[src/atu_pkg.sv]
// Shared types, constants and codes for the attention table update block.
// Holds the payload structs, the cell chain structs and the outcome codes.
// No dependencies.
`default_nettype none

package atu_pkg;

	// Attention format: unsigned Q1.15
	localparam int ATTN_BITS = 16;
	localparam logic [ATTN_BITS-1:0] ATTN_ONE = ATTN_BITS'(1) << (ATTN_BITS - 1);
	localparam logic [ATTN_BITS:0] ATTN_ONE_X = {1'b0, ATTN_ONE};

	// Table size
	localparam int DEF_MAX_ENTRIES = 16;
	localparam int CID_BITS = 32;
	localparam int CNT_BITS = 32;
	localparam int STAMP_BITS = 64;
	localparam int EIU_BITS = 5;
	localparam int SLOT_BITS = 4;

	// Configuration registers
	localparam int CFG_DATA_BITS = 16;
	localparam logic REG_MIN_ATTN = 1'b0;
	localparam logic REG_ENTRIES = 1'b1;
	localparam logic [ATTN_BITS-1:0] MIN_ATTN_RESET = 16'd3277;
	localparam logic [EIU_BITS-1:0] ENTRIES_RESET = 5'd16;

	// Result outcome codes
	typedef enum logic [1:0] {
		OUT_MATCH = 2'd0,
		OUT_REUSE = 2'd1,
		OUT_DROP  = 2'd2
	} outcome_t;

	typedef struct packed {
		logic [CID_BITS-1:0]   key_id;
		logic [ATTN_BITS-1:0]  attention_add;
		logic [STAMP_BITS-1:0] now_ms;
	} in_item_t;

	typedef struct packed {
		logic [1:0]           outcome;
		logic [SLOT_BITS-1:0] slot;
		logic [ATTN_BITS-1:0] new_attention;
		logic [CNT_BITS-1:0]  contributors;
	} out_item_t;

	// Broadcast from the controller to every cell
	typedef struct packed {
		logic                  go;
		logic                  any_match;
		logic [CID_BITS-1:0]   key_id;
		logic [ATTN_BITS-1:0]  attention_add;
		logic [STAMP_BITS-1:0] now_ms;
		logic [ATTN_BITS-1:0]  min_attention;
		logic [EIU_BITS-1:0]   entries_in_use;
	} atu_bcast_t;

	// Priority flags handed from one cell to the next
	typedef struct packed {
		logic match_seen;
		logic low_seen;
	} atu_chain_t;

	// Per-cell answer to the controller
	typedef struct packed {
		logic                 sel;
		logic [ATTN_BITS-1:0] new_attention;
		logic [CNT_BITS-1:0]  new_contrib;
	} atu_cell_out_t;

endpackage

`default_nettype wire

[src/atu_cell.sv]
// One table entry of the attention table: identifier, attention, count, stamp.
// Checks the broadcast item, hands priority flags to the next cell, updates itself.
// Depends on atu_pkg.
`default_nettype none

module atu_cell #(
	parameter int Index = 0
) (
	input  wire                    clk,
	input  wire                    arst_n,
	input  atu_pkg::atu_bcast_t    bcast,
	input  atu_pkg::atu_chain_t    chain_in,
	output atu_pkg::atu_chain_t    chain_out,
	output atu_pkg::atu_cell_out_t cout
);
	import atu_pkg::*;

	logic [CID_BITS-1:0]   concept_q;
	logic [ATTN_BITS-1:0]  attn_q;
	logic [CNT_BITS-1:0]   contrib_q;
	logic [STAMP_BITS-1:0] stamp_q;

	logic                 active;
	logic                 is_match;
	logic                 is_low;
	logic                 sel;
	logic [ATTN_BITS:0]   sum;
	logic [ATTN_BITS-1:0] sat;

	// Qualify this entry against the searched range and the item
	assign active   = int'(bcast.entries_in_use) > Index;
	assign is_match = active && (concept_q == bcast.key_id);
	assign is_low   = active && (attn_q < bcast.min_attention);

	// Pass priority flags down the chain
	assign chain_out.match_seen = chain_in.match_seen | is_match;
	assign chain_out.low_seen   = chain_in.low_seen | is_low;

	// First match wins; without any match, first low entry wins
	assign sel = bcast.go && (bcast.any_match ? (is_match && !chain_in.match_seen)
	                                          : (is_low && !chain_in.low_seen));

	// Saturating add at 1.0
	assign sum = {1'b0, attn_q} + {1'b0, bcast.attention_add};
	assign sat = (sum > ATTN_ONE_X) ? ATTN_ONE : sum[ATTN_BITS-1:0];

	assign cout.sel           = sel;
	assign cout.new_attention = sat;
	assign cout.new_contrib   = contrib_q + CNT_BITS'(1);

	// Update the entry when chosen
	always_ff @(posedge clk or negedge arst_n) begin
		if (!arst_n) begin
			concept_q <= '0;
			attn_q    <= '0;
			contrib_q <= '0;
			stamp_q   <= '0;
		end else if (sel) begin
			concept_q <= bcast.key_id;
			attn_q    <= sat;
			contrib_q <= contrib_q + CNT_BITS'(1);
			stamp_q   <= bcast.now_ms;
		end
	end

endmodule

`default_nettype wire

[src/attention_table_update.sv]
// Top level of the attention table update block.
// Holds configuration, the item register, the controller and the row of cells.
// Depends on atu_pkg and atu_cell.
//
// Usage:
//   Input channel: drive item and raise start; the transfer happens at a rising
//   edge with start high and busy low. busy is high for the one search cycle
//   that follows each transfer.
//   Result channel: done pulses for one cycle with result valid; the receiver
//   cannot stall it and must take it in that cycle.
//   Configuration: cfg_we with cfg_index and cfg_wdata writes a register at the
//   edge (index 0 min_attention, index 1 entries_in_use). The user must write
//   only while idle; the block itself does not enforce it.
// Timing:
//   Each item takes the transfer and a search/update step in which all cells
//   compare in parallel and the chosen cell rewrites itself. done rises the
//   cycle after the search, when a new item may already be transferred; by the
//   read-modify-write of the cell row, no item is taken while one is searched.
// Reset:
//   arst_n clears every entry to zero and restores register defaults
//   (min_attention 3277, entries_in_use 16). No clearing pass is needed.
`default_nettype none

module attention_table_update #(
	parameter int MaxEntries = atu_pkg::DEF_MAX_ENTRIES
) (
	input  wire                                clk,
	input  wire                                arst_n,
	input  wire                                start,
	output logic                               busy,
	input  atu_pkg::in_item_t                  item,
	output logic                               done,
	output atu_pkg::out_item_t                 result,
	input  wire                                cfg_we,
	input  wire                                cfg_index,
	input  wire [atu_pkg::CFG_DATA_BITS-1:0]   cfg_wdata
);
	import atu_pkg::*;

	localparam int IdxBits = (MaxEntries > 1) ? $clog2(MaxEntries) : 1;

	typedef enum logic [1:0] {
		ST_IDLE   = 2'b01,
		ST_SEARCH = 2'b10
	} state_t;

	state_t                 state_q;
	in_item_t               item_q;
	logic [ATTN_BITS-1:0]   min_attn_q;
	logic [EIU_BITS-1:0]    entries_q;
	logic [STAMP_BITS-1:0]  table_stamp_q;
	logic                   done_q;
	out_item_t              result_q;

	atu_bcast_t             bcast;
	atu_chain_t             chain [MaxEntries+1];
	atu_cell_out_t          couts [MaxEntries];
	logic [MaxEntries-1:0]  sel_vec;
	logic                   any_sel;
	logic [IdxBits-1:0]     sel_idx;
	logic [ATTN_BITS-1:0]   sel_attn;
	logic [CNT_BITS-1:0]    sel_contrib;
	logic                   accept;

	assign busy   = (state_q == ST_SEARCH);
	assign accept = start && !busy;

	// Configuration writes
	always_ff @(posedge clk or negedge arst_n) begin
		if (!arst_n) begin
			min_attn_q <= MIN_ATTN_RESET;
			entries_q  <= ENTRIES_RESET;
		end else if (cfg_we) begin
			case (cfg_index)
				REG_MIN_ATTN: min_attn_q <= cfg_wdata[ATTN_BITS-1:0];
				REG_ENTRIES:  entries_q  <= cfg_wdata[EIU_BITS-1:0];
				default:      ;
			endcase
		end
	end

	// Controller: idle, then a search state after each transfer
	always_ff @(posedge clk or negedge arst_n) begin
		if (!arst_n) begin
			state_q <= ST_IDLE;
		end else begin
			case (state_q)
				ST_IDLE:   if (accept) state_q <= ST_SEARCH;
				ST_SEARCH: state_q <= ST_IDLE;
				default:   state_q <= ST_IDLE;
			endcase
		end
	end

	// Hold the transferred item
	always_ff @(posedge clk) begin
		if (accept) begin
			item_q <= item;
		end
	end

	// Broadcast to the cell row
	assign bcast.go             = busy;
	assign bcast.any_match      = chain[MaxEntries].match_seen;
	assign bcast.key_id         = item_q.key_id;
	assign bcast.attention_add  = item_q.attention_add;
	assign bcast.now_ms         = item_q.now_ms;
	assign bcast.min_attention  = min_attn_q;
	assign bcast.entries_in_use = entries_q;

	assign chain[0] = '0;

	for (genvar g = 0; g < MaxEntries; g++) begin : g_cell
		atu_cell #(
			.Index(g)
		) u_cell (
			.clk      (clk),
			.arst_n   (arst_n),
			.bcast    (bcast),
			.chain_in (chain[g]),
			.chain_out(chain[g+1]),
			.cout     (couts[g])
		);
		assign sel_vec[g] = couts[g].sel;
	end

	// Gather the chosen cell's values (at most one cell is chosen)
	always_comb begin
		sel_idx     = '0;
		sel_attn    = '0;
		sel_contrib = '0;
		for (int i = 0; i < MaxEntries; i++) begin
			if (sel_vec[i]) begin
				sel_idx     = sel_idx | IdxBits'(i);
				sel_attn    = sel_attn | couts[i].new_attention;
				sel_contrib = sel_contrib | couts[i].new_contrib;
			end
		end
	end

	assign any_sel = |sel_vec;

	// Register the result and the table stamp at the end of the search
	always_ff @(posedge clk or negedge arst_n) begin
		if (!arst_n) begin
			done_q        <= 1'b0;
			table_stamp_q <= '0;
		end else begin
			done_q <= busy;
			if (busy) begin
				table_stamp_q <= item_q.now_ms;
			end
		end
	end

	always_ff @(posedge clk) begin
		if (busy) begin
			if (!any_sel) begin
				result_q <= '{outcome: OUT_DROP, default: '0};
			end else begin
				result_q.outcome       <= bcast.any_match ? OUT_MATCH : OUT_REUSE;
				result_q.slot          <= SLOT_BITS'({{SLOT_BITS{1'b0}}, sel_idx});
				result_q.new_attention <= sel_attn;
				result_q.contributors  <= sel_contrib;
			end
		end
	end

	assign done   = done_q;
	assign result = result_q;

`ifndef NO_ASSERTIONS
	// The search state is always left at the next edge
	a_search_one: assert property (@(posedge clk) disable iff (!arst_n)
		busy |=> !busy) else $error("search cycle did not end");

	// A result follows each search cycle and nothing else
	a_done_src: assert property (@(posedge clk) disable iff (!arst_n)
		done |-> $past(busy)) else $error("result strobe without search");

	// At most one cell is chosen
	a_sel_onehot: assert property (@(posedge clk) disable iff (!arst_n)
		$onehot0(sel_vec)) else $error("more than one cell chosen");

	// A dropped result carries zero fields
	a_drop_zero: assert property (@(posedge clk) disable iff (!arst_n)
		(done && result.outcome == OUT_DROP) |->
		(result.slot == '0 && result.new_attention == '0 && result.contributors == '0))
		else $error("dropped result has nonzero fields");

	// Attention never exceeds 1.0
	a_attn_sat: assert property (@(posedge clk) disable iff (!arst_n)
		done |-> (result.new_attention <= ATTN_ONE)) else $error("attention above 1.0");
`endif

endmodule

`default_nettype wire

[config.mk]
export PLATFORM = sky130hd
export DESIGN_NAME = attention_table_update
export DESIGN_NICKNAME = d
export VERILOG_FILES = /design/src/atu_pkg.sv /design/src/atu_cell.sv /design/src/attention_table_update.sv
export SDC_FILE = /design/constraint.sdc
export NUM_CORES = 2
export LEC_CHECK = 0
export BUFFER_PORTS_ARGS = -buffer_cell sky130_fd_sc_hd__buf_2
export CAP_MARGIN = 15
export CELL_PAD_IN_SITES_DETAIL_PLACEMENT = 1
export CELL_PAD_IN_SITES_GLOBAL_PLACEMENT = 2
export CORE_MARGIN = 2
export CORE_UTILIZATION = 41
export CTS_CLUSTER_SIZE = 24
export DETAILED_ROUTE_END_ITERATION = 7
export PLACE_DENSITY_LB_ADDON = 0.12
export SKIP_CTS_REPAIR_TIMING = 1
export SLEW_MARGIN = 30
export SYNTH_ARGS = -nofsm -noshare
export SYNTH_HDL_FRONTEND = slang
export SYNTH_SLANG_ARGS = --single-unit
[constraint.sdc]
create_clock -name clk -period 6.7 [get_ports clk]
set_input_delay 1.675 -clock clk [delete_from_list [all_inputs] [get_ports clk]]
set_output_delay 1.675 -clock clk [all_outputs]
set_load 0.02 [all_outputs]
==> metrics.yaml <==
ioPinCount: 189
finalSetupViolCount: 0
peakVddDrop_mv: 0.273
cp_cell_sequence: "inv_1 > nor3_1 > or4b_2 > nor4_1 > buf_4 > nand4b_1 > nor4_2 > buf_4 > a31oi_4 > nor3_1 > buf_4 > a22o_1 > a2111oi_1 > buf_4 > and4_1 > o2111ai_1"
grt_pass1_vias: 80900
clk_latency_ns: 0.87
layout_commonest_cell: "nand2_1"
dp_hpwl_um: 276000
slew_violations: 0
power.leakage_nw: 48.0
cts_root_buf: "clkbuf_16"
yosysSeqAreaShare_pct: 39.2
die_h_um: 475
critical_path_depth: 16
synth_cell_types: 108
synth_area_um2: 91100
start_util_pct: 41.1
areaGrowthSynthToFinish_pct: 13.2
postSynthCellCount: 10100
outcome: "completed"
viasPerCell: 5.80
power_mw: 24.1
numPortBuffers: 124
hold_viol: 0
p_per_area_nw_per_um2: 234
die_w_um: 475
ant_nets: 0
period_share_pct: 96.0
synth-main-ff-cell: "dfrtp_1"
async_flop_share_pct: 92.7
firstDrtPassIters: 8
netlist.area_leader.share_pct: 35.6
cp_max_fo: 16
finClkSkew_ns: 0.0476
synth_edf_count: 102
globalRoute.totalOverflow: 0
drtIter0Drc: 5578
wire_per_inst_um: 27.2
worst-endpoint-arrival_ns: 6.99
clock_sinks: 1406
dieArea_um2: 226000
r2r_cells: 16
rsz0062_at_grt: "false"
drcViolationCount: 0
hold_depth: 2
holdCritStartpoint: "g_cell[7].u_cell.concept_q[18]$_DFFE_PN0P_"
critPathTopFamily: "simple AND/OR/NAND/NOR gates"
synth_area_leaders: "dfrtp_1, xnor2_1, nand2_1"
ys_seq_elements: 1406
final_cell_mix: "nand2_1, dfrtp_1, xnor2_1"
grt_util_all_layers_pct: 32.1
cp_slowest_cell: "dfstp_2"
cts_tree: "built"
cts.clk_slew.worst_paths_ns: 0.06
htreeDepth: 4
grt_max_degree: 148
cp.required_ns: 7.25
drive_gt1_share_pct: 10.3
cts_buffers: 173
r2r_end: "result[42]$_SDFFCE_PN0P_"
r2r_slack_ns: 0.27
fp-row-count: 173
fin_crit_ns: 6.43
grt_pass1_wl_um: 542000
critPathBufInv: 5
finalWirelength_um: 366000
ys_warn_count: 0
crit_path_start_kind: "register"
crit_type: "register to register"
nets: 11000
crit_top_cell: "buf_4"
cap_violations: 0
yosysTopAreaCell: "dfrtp_1"
min_path_type: "register to register"
core_um2: 222000
synth_fp_nets: 10700
fmax_mhz: 155
cts_max_path_buffers: 3
grt_antenna_before_repair: 21
syn_avg_cell_area_um2: 9.05
tightestPinTransition_ns: 1.16
reg2reg_from: "entries_q[4]$_DFFE_PN1P_"
place.gp.congestion: 0.940
slew_headroom_pct: 22.9
tns_ns: 0
hold_end: "g_cell[7].u_cell.concept_q[18]$_DFFE_PN0P_"
worstSetupEndpointType: "register"
vias: 78000
critPathMaxStageDelay_ns: 0.86
## per-stage QoR
| stage | instance area [um^2] | setup slack [ns] | cells | hold WS [ns] | util (%) |
|---|---|---|---|---|---|
| 2_1_floorplan | 91100 | 1.95 | 10100 | 0.453 | - |
| 3_3_place_gp | 97300 | 0.380 | 13100 | 0.462 | 43.9 |
| 3_5_place_dp | 97400 | 0.265 | 13100 | 0.477 | 44.0 |
| 4_1_cts | 103000 | 0.242 | 13400 | 0.490 | 46.5 |
| 5_1_grt | 103000 | 0.173 | 13400 | 0.495 | 46.5 |
| 6_report | 103000 | 0.267 | 13400 | 0.483 | 46.5 |
## tightest hold or removal path: cells and delay by family, from the launching register on
| family | cells | cell delay (ns) |
|---|---|---|
| flip-flops | 1 | 0.35 |
| AND/OR/NAND/NOR | 2 | 0.10 |
## state kept, by name, summed over array words and instances, names as in the netlist
signal / count
result: 54
state_q: 2
bcast: 48
g_cell.u_cell.attn_q: 256
g_cell.u_cell.concept_q: 512
entries_q: 5
g_cell.u_cell.contrib_q: 512
min_attn_q: 16
done: 1
## cells by family (layout without fill, tap and decap cells)
family	Yosys count	in the layout	synth area share [%]
simple gates	4230	4230	21.6
buf+inv	618	1020	2.83
compound gates	1455	1455	11.0
mux	152	152	1.87
flops	1406	1406	39.2
other cells	0	5	0
xor+xnor	1673	1673	16.1
fa+ha+maj	528	528	7.38
## report_power, final
part	internal [mW]	switching, mW
clock	5.45	4.11
sequential	9.13	0.513
combinational	1.84	3.10
total	16.4	7.72
## synthesized netlist by cell type, types with 31 or more instances
| cell | n |
|---|---|
| nor2_1 | 654 |
| or2_2 | 33 |
| o211ai_1 | 36 |
| a21oi_1 | 258 |
| and3_1 | 165 |
| o21a_1 | 71 |
| clkbuf_1 | 196 |
| nor3_1 | 159 |
| nand2_1 | 2034 |
| and4_1 | 33 |
| mux2_2 | 144 |
| xnor2_1 | 994 |
| a22o_1 | 72 |
| nor4_1 | 159 |
| and2_1 | 38 |
| nand2b_1 | 83 |
| buf_1 | 92 |
| o22ai_1 | 130 |
| ha_1 | 512 |
| a221oi_1 | 37 |
| edfxtp_1 | 102 |
| o31ai_1 | 31 |
| nand3_1 | 296 |
| a22oi_1 | 39 |
| inv_1 | 165 |
| nand4_1 | 262 |
| a21o_1 | 129 |
| nor2b_1 | 71 |
| dfrtp_1 | 1295 |
| or3_1 | 61 |
| a31oi_1 | 37 |
| buf_2 | 150 |
| xor2_1 | 678 |
| or4_1 | 46 |
| o21ai_0 | 251 |
| a211oi_1 | 86 |
## worst max path at each step
stage / to / from
final: result[42]$_SDFFCE_PN0P_ / entries_q[4]$_DFFE_PN1P_
after global routing: result[42]$_SDFFCE_PN0P_ / entries_q[4]$_DFFE_PN1P_
after CTS: result[42]$_SDFFCE_PN0P_ / entries_q[4]$_DFFE_PN1P_
after detailed placement: result[42]$_SDFFCE_PN0P_ / entries_q[4]$_DFFE_PN1P_
after global placement: result[42]$_SDFFCE_PN0P_ / bcast[119]$_DFFE_PP_
after floorplan: result[37]$_SDFFCE_PN0P_ / bcast[86]$_DFFE_PP_
## per-layer routing
layer / share of wire [%] / global-route usage, % / vias to the layer above
met5: 0.016 / 0 / -
met4: 5.3 / 15.0 / 8
li1: - / - / 35600
met2: 46 / 52.1 / 1719
met3: 4.1 / 3.81 / 647
met1: 44 / 42.8 / 40000
## cell type report
cell class / instances / area, um^2
clock buffers: 245 / 4930
clock inverters: 75 / 702
flip-flops and latches: 1406 / 35700
diodes: 5 / 12.5
repair buffers: 535 / 4280
fillers: 25500 / 119000
well taps: 2975 / 3720
inverters: 165 / 622
multi-input cells: 8038 / 53200
Note: power is estimated with default switching activity, not from simulation.
